$ cat src/hdl/tfl_pkg.sv
package tfl_pkg;

	// Table geometry and payload widths.
	localparam int unsigned ADDR_W  = 10;
	localparam int unsigned DEPTH   = 1 << ADDR_W;
	localparam int unsigned DATA_W  = 32;
	localparam int unsigned FRAC_W  = 16;
	localparam int unsigned DEV_W   = 20;
	localparam int unsigned FLOW_W  = 48;
	localparam int unsigned PROD_W  = 2 * DATA_W;

	// Weighted sum of points in tenths, and its digit-serial divide by ten.
	localparam int unsigned ACC_W   = FLOW_W + 4;
	localparam int unsigned DIGIT_W = 4;

	// Quantile offsets stay below 2^15 for any deviation.
	localparam int unsigned MAG_W   = 11;
	localparam int unsigned OFF_W   = 15;
	localparam int unsigned PT_W    = 4;
	localparam int unsigned PT_MAX  = 9;

	// One table entry holds both fluxes.
	typedef struct packed {
		logic [DATA_W-1:0] flux;
		logic [DATA_W-1:0] max_flux;
	} tfl_entry_t;

	// Quantile magnitudes in thousandths, centre point first.
	function automatic logic [MAG_W-1:0] quant_mag(input logic [PT_W-1:0] i);
		logic [MAG_W-1:0] m;
		case (i)
			4'd1, 4'd5: m = 11'd253;
			4'd2, 4'd6: m = 11'd524;
			4'd3, 4'd7: m = 11'd842;
			4'd4, 4'd8: m = 11'd1283;
			default:    m = '0;
		endcase
		return m;
	endfunction

	// Points five through eight lie below the centre.
	function automatic logic quant_neg(input logic [PT_W-1:0] i);
		return (i >= 4'd5) && (i <= 4'd8);
	endfunction

endpackage

$ cat src/hdl/tfl_div10.sv
module tfl_div10
	import tfl_pkg::*;
(
	input  logic             clk,
	input  logic             arst_n,
	input  logic             start,
	input  logic [ACC_W-1:0] dividend,
	output logic             done,
	output logic [FLOW_W-1:0] quotient
);

	localparam int unsigned STEPS = ACC_W / DIGIT_W;
	localparam int unsigned CNT_W = $clog2(STEPS + 1);

	logic [ACC_W-1:0]     dvd_q;
	logic [DIGIT_W-1:0]   rem_q;
	logic [CNT_W-1:0]     cnt_q;
	logic                 run_q;
	logic                 done_q;
	logic [2*DIGIT_W-1:0] part;
	logic [15:0]          recip;
	logic [DIGIT_W-1:0]   qd;
	logic [2*DIGIT_W-1:0] rest;

	// One digit per cycle: the partial remainder stays below 160, so a
	// reciprocal multiply by 205/2048 gives the exact quotient digit.
	always_comb begin
		part  = {rem_q, dvd_q[ACC_W-1 -: DIGIT_W]};
		recip = 16'(part) * 16'd205;
		qd    = recip[11 +: DIGIT_W];
		rest  = part - 8'(8'(qd) * 8'd10);
	end

	// The dividend shifts out at the top while quotient digits enter below.
	always_ff @(posedge clk or negedge arst_n) begin
		if (!arst_n) begin
			run_q  <= 1'b0;
			done_q <= 1'b0;
			cnt_q  <= '0;
		end else if (start) begin
			run_q  <= 1'b1;
			done_q <= 1'b0;
			cnt_q  <= CNT_W'(STEPS);
		end else if (run_q) begin
			cnt_q <= cnt_q - 1'b1;
			if (cnt_q == CNT_W'(1)) begin
				run_q  <= 1'b0;
				done_q <= 1'b1;
			end
		end else begin
			done_q <= 1'b0;
		end
	end

	// Datapath registers.
	always_ff @(posedge clk) begin
		if (start) begin
			dvd_q <= dividend;
			rem_q <= '0;
		end else if (run_q) begin
			dvd_q <= {dvd_q[ACC_W-DIGIT_W-1:0], qd};
			rem_q <= rest[DIGIT_W-1:0];
		end
	end

	assign done     = done_q;
	assign quotient = dvd_q[FLOW_W-1:0];

endmodule

$ cat config.mk
export PLATFORM = sky130hd
export DESIGN_NAME = tfl_div10
export DESIGN_NICKNAME = d
export VERILOG_FILES = /design/src/hdl/tfl_pkg.sv /design/src/hdl/tfl_div10.sv
export SDC_FILE = /design/constraint.sdc
export NUM_CORES = 1
export LEC_CHECK = 0
export ABC_AREA = 1
export BUFFER_PORTS_ARGS = -buffer_cell sky130_fd_sc_hd__buf_2
export CORE_MARGIN = 3
export CORE_UTILIZATION = 54
export CTS_CLUSTER_SIZE = 8
export DETAILED_ROUTE_END_ITERATION = 6
export GPL_TIMING_DRIVEN = 1
export PLACE_DENSITY = 0.91
export SLEW_MARGIN = 20
export SYNTH_ARGS = -nofsm -noshare
export SYNTH_HDL_FRONTEND = slang
export SYNTH_SLANG_ARGS = --single-unit
$ cat constraint.sdc
create_clock -name clk -period 4.7 [get_ports clk]
set_input_delay 0.235 -clock clk [delete_from_list [all_inputs] [get_ports clk]]
set_output_delay 0.235 -clock clk [all_outputs]
set_load 0.1 [all_outputs]
==> impl_results.md <==
* Status: completed
* Layout Area Growth over Synthesis at 11.79%
* FMAX at 0.2226 GHz
* Drt total wl at 9171 um
* Hold Vio Cnt, Final at 0
* Antenna violations before repair at 0
* CP max stage cell: fa_1
* Layout net count at 648
* Hpwl dp at approximately 7000 um
* DRC viols at 0
* TritonRoute pass-1 iters at 6
* Post-Synthesis Net Count at between 500 and 600
* Fill cell count at 604
* Mean Syn Cell Area at 8.863 sq um
* GR Util All Layers at between 20% and 30%
* H-tree depth at 3
* Post-synthesis sequential area ratio at 42.12%
* Longest Clk Path Bufs at 2
* DRT iter0 DRCs at 195
* Port Buffer Count at a little over 100
* Synth async-reset ratio at 9.677%
* Ant. Diodes at 0
* Final non-filler cell total at roughly 640
* Power Total at 0.003326 W
* Lkg Pwr at 2.575 nW
* Die Span X at 94.76 um
* Tmin final at 4.492 ns
* Post-route setup TNS at 0 ns
* Avg Vias per Cell at 5.059
* Root Buffer: clkbuf_8
* Hold Startpoint: dividend[17]
* RR Startpoint: dvd_q[50]$_DFFE_PP_
* Largest net degree at the start of global routing at 60
* Final Max Slew Viols at 0
* Clock latency on the worst-skew pair at 0.33 ns
* Total global routing overflow at 0
* Ports at roughly 100
* Crit-path cells: buf_4 -> buf_4 -> ha_1 -> inv_1 -> fa_1 -> inv_1 -> fa_1 -> ha_1 -> ha_4 -> nand2_1 -> o21ai_2 -> o21bai_1 -> nand2_1 -> nand2_1 -> nand2_1 -> and2_1 -> fa_2 -> xor2_2 -> inv_1 -> nand3_1 -> nand3_1 -> nand2_1
* CP Data Arrival Time at 4.72 ns
* Yosys warning count at 0
* Final period util at 95.57%
* Worst Tran Pin Value at approximately 0.99 ns
* Netlist cell types at 33
* Final setup violation count at 0
* CTS clk-pin slew, worst paths at 0.07 ns
* Ys flop type: edfxtp_1
* Hold slack at 0.1729 ns
* CTS tree: built
* FF-to-FF setup slack at 0.21 ns
* Synth top area cells: edfxtp_1 (37%), nand2_1 (17%), ha_1 (12%), buf_4 (8.5%), fa_1 (5.6%)
* CP max stage delay at 0.54 ns
* GP Congestion at about 0.98
* Vias at 3253
* Starting Density at 57.12%
* Die area at about 0.009 sq mm
* Yosys top cell area share at 36.71%
* Count leader, synth: nand2_1
* Number of global-route vias before repair at 3269
* Total CTS buffers at 9
* Overall die height at 94.76 um
* EDFF count, synth at between 50 and 60
* Synthesized area at ~0.0043 sq mm
* CP Data Required Time at 4.92 ns
* Peak VDD IR at 0.0006739 V
* Worst hold path depth at 3
* Worst Setup End Kind: flip-flop
* Worst hold endpoint: dvd_q[17]$_DFFE_PP_
* CTS sink count at 62
* CP Class: flip-flop to flip-flop
* Yosys top cell by area: edfxtp_1
* Pwr dens at 699.4 mW/mm^2
* Max-Cap Viols at 0
* Core Rows at 31
* First-pass GRT wire length at between 10000 and 15000 um
* WL/cell at 14.26 um
* Synth cell count leaders: nand2_1 (187), edfxtp_1 (52), inv_1 (52)
* CP Max Fanout at 3
* FF-to-FF path depth at 22
* Antenna viol nets, final at 0
* Launching element type of the critical path: flip-flop
* Mapped Cells at 480
* Core area at 0.007447 sq mm
* Slew HR at between 30% and 40%
* Capturing point of the worst reg2reg path: rem_q[3]$_SDFFE_PP0P_
* Cells after DPL at 624
* Yosys reg bits at 62
* Worst hold path class: input port to flip-flop
* Worst Skew at 0.009618 ns
* Share of layout cells above drive strength 1 at between 20% and 30%
* CP most frequent cell: nand2_1
## worst max-delay path: cells and delay by family (launching register included)
family	cells	cell delay [ns]
fa+ha+maj	6	2.32
simple gates	8	0.64
buf+inv	5	0.49
flops	1	0.47
compound gates	2	0.28
xor+xnor	1	0.17
## timing repair
action | CTS | global route
setup endpoints to repair | 0 | 1
buffers inserted | 0 | 2
hold endpoints to repair | 6 | 0
hold buffers | 1 | 0
resized for setup | 0 | 6
## stage by stage
stage / area, sq um / worst slack (ns) / util [%]
after floorplan: 4254 / 0.4364 / -
after global placement: 4498 / 0.2982 / 60.40
after detailed placement: 4498 / 0.1753 / 60.40
after CTS: 4697 / 0.1459 / 63.07
after global routing: 4756 / -0.01900 / 63.86
final: 4756 / 0.2081 / 63.86
## registers in the layout, summed over array words and instances (netlist names)
register,count
done,1
cnt_q,4
rem_q,4
dvd_q,52
run_q,1
## layer usage
metal	routed length, um	GRT usage (%)	share of wire [%]
met1	3758	24.64	41
met2	4800	36.35	52
met3	424	4.064	4.6
met4	187	6.010	2.0
met5	0	0	0
## kinds of logic (layout without fill, tap and decap cells)
family,after synthesis,after routing,synth area share [%]
and+or+nand+nor,223,223,21.15
DFF,62,62,42.12
xor gates and xnor gates,4,4,0.8237
buffers and inverters,112,176,14.15
adders and majority gates,54,54,18.00
AOI/OAI and AO/OA,25,25,3.765
## layout by cell type (no fill, tap or decap), types with 2 or more instances in the layout
cell type | netlist | routed
a21oi_1 | 8 | 7
buf_4 | 48 | 3
dfxtp_1 | 4 | 4
inv_1 | 52 | 51
ha_1 | 42 | 40
o22ai_1 | 2 | 2
nand4_1 | 2 | 2
nand3_2 | 2 | 2
nand2_1 | 187 | 187
edfxtp_1 | 52 | 52
a21oi_2 | 1 | 2
nand3_1 | 8 | 8
xnor2_1 | 2 | 2
ha_4 | 0 | 2
fa_1 | 12 | 11
clkinvlp_4 | 0 | 2
clkinv_1 | 1 | 4
nor2_1 | 12 | 12
dfrtp_1 | 6 | 6
clkbuf_8 | 0 | 9
o21bai_1 | 2 | 2
o21ai_0 | 6 | 6
buf_2 | 1 | 103
nand2_2 | 8 | 8
nor2_2 | 2 | 2
## final cells by class
class                           count  area, sq um  share of cell area, %
Timing Repair Buffer              107        548.0                  11.52
Tap cell                           99        123.9                  2.605
Inverter                           53        200.2                  4.209
Clock buffer                        9        123.9                  2.605
Clock inverter                      7        65.06                  1.368
Multi-Input combinational cell    306         1903                  40.02
Sequential cell                    62         1792                  37.67
## report_power, final
group          total, W  internal, W  switching [W]  leakage, nW
Sequential     0.000759     0.000700      0.0000592        0.670
Combinational   0.00212     0.000684        0.00144         1.82
Clock          0.000443     0.000240       0.000203       0.0880
Total           0.00333      0.00162        0.00170         2.57
## worst max-delay path by stage
| stage | from | endpoint | cells after the start |
|---|---|---|---|
| 2_1_floorplan | dvd_q[50]$_DFFE_PP_ | rem_q[3]$_SDFFE_PP0P_ | 20 |
| 3_3_place_gp | dvd_q[50]$_DFFE_PP_ | rem_q[3]$_SDFFE_PP0P_ | 20 |
| 3_5_place_dp | dvd_q[50]$_DFFE_PP_ | rem_q[3]$_SDFFE_PP0P_ | 20 |
| 4_1_cts | dvd_q[50]$_DFFE_PP_ | rem_q[3]$_SDFFE_PP0P_ | 20 |
| 5_1_grt | dvd_q[50]$_DFFE_PP_ | rem_q[3]$_SDFFE_PP0P_ | 22 |
| 6_report | dvd_q[50]$_DFFE_PP_ | rem_q[3]$_SDFFE_PP0P_ | 22 |
(Power assumes the default switching activity.)
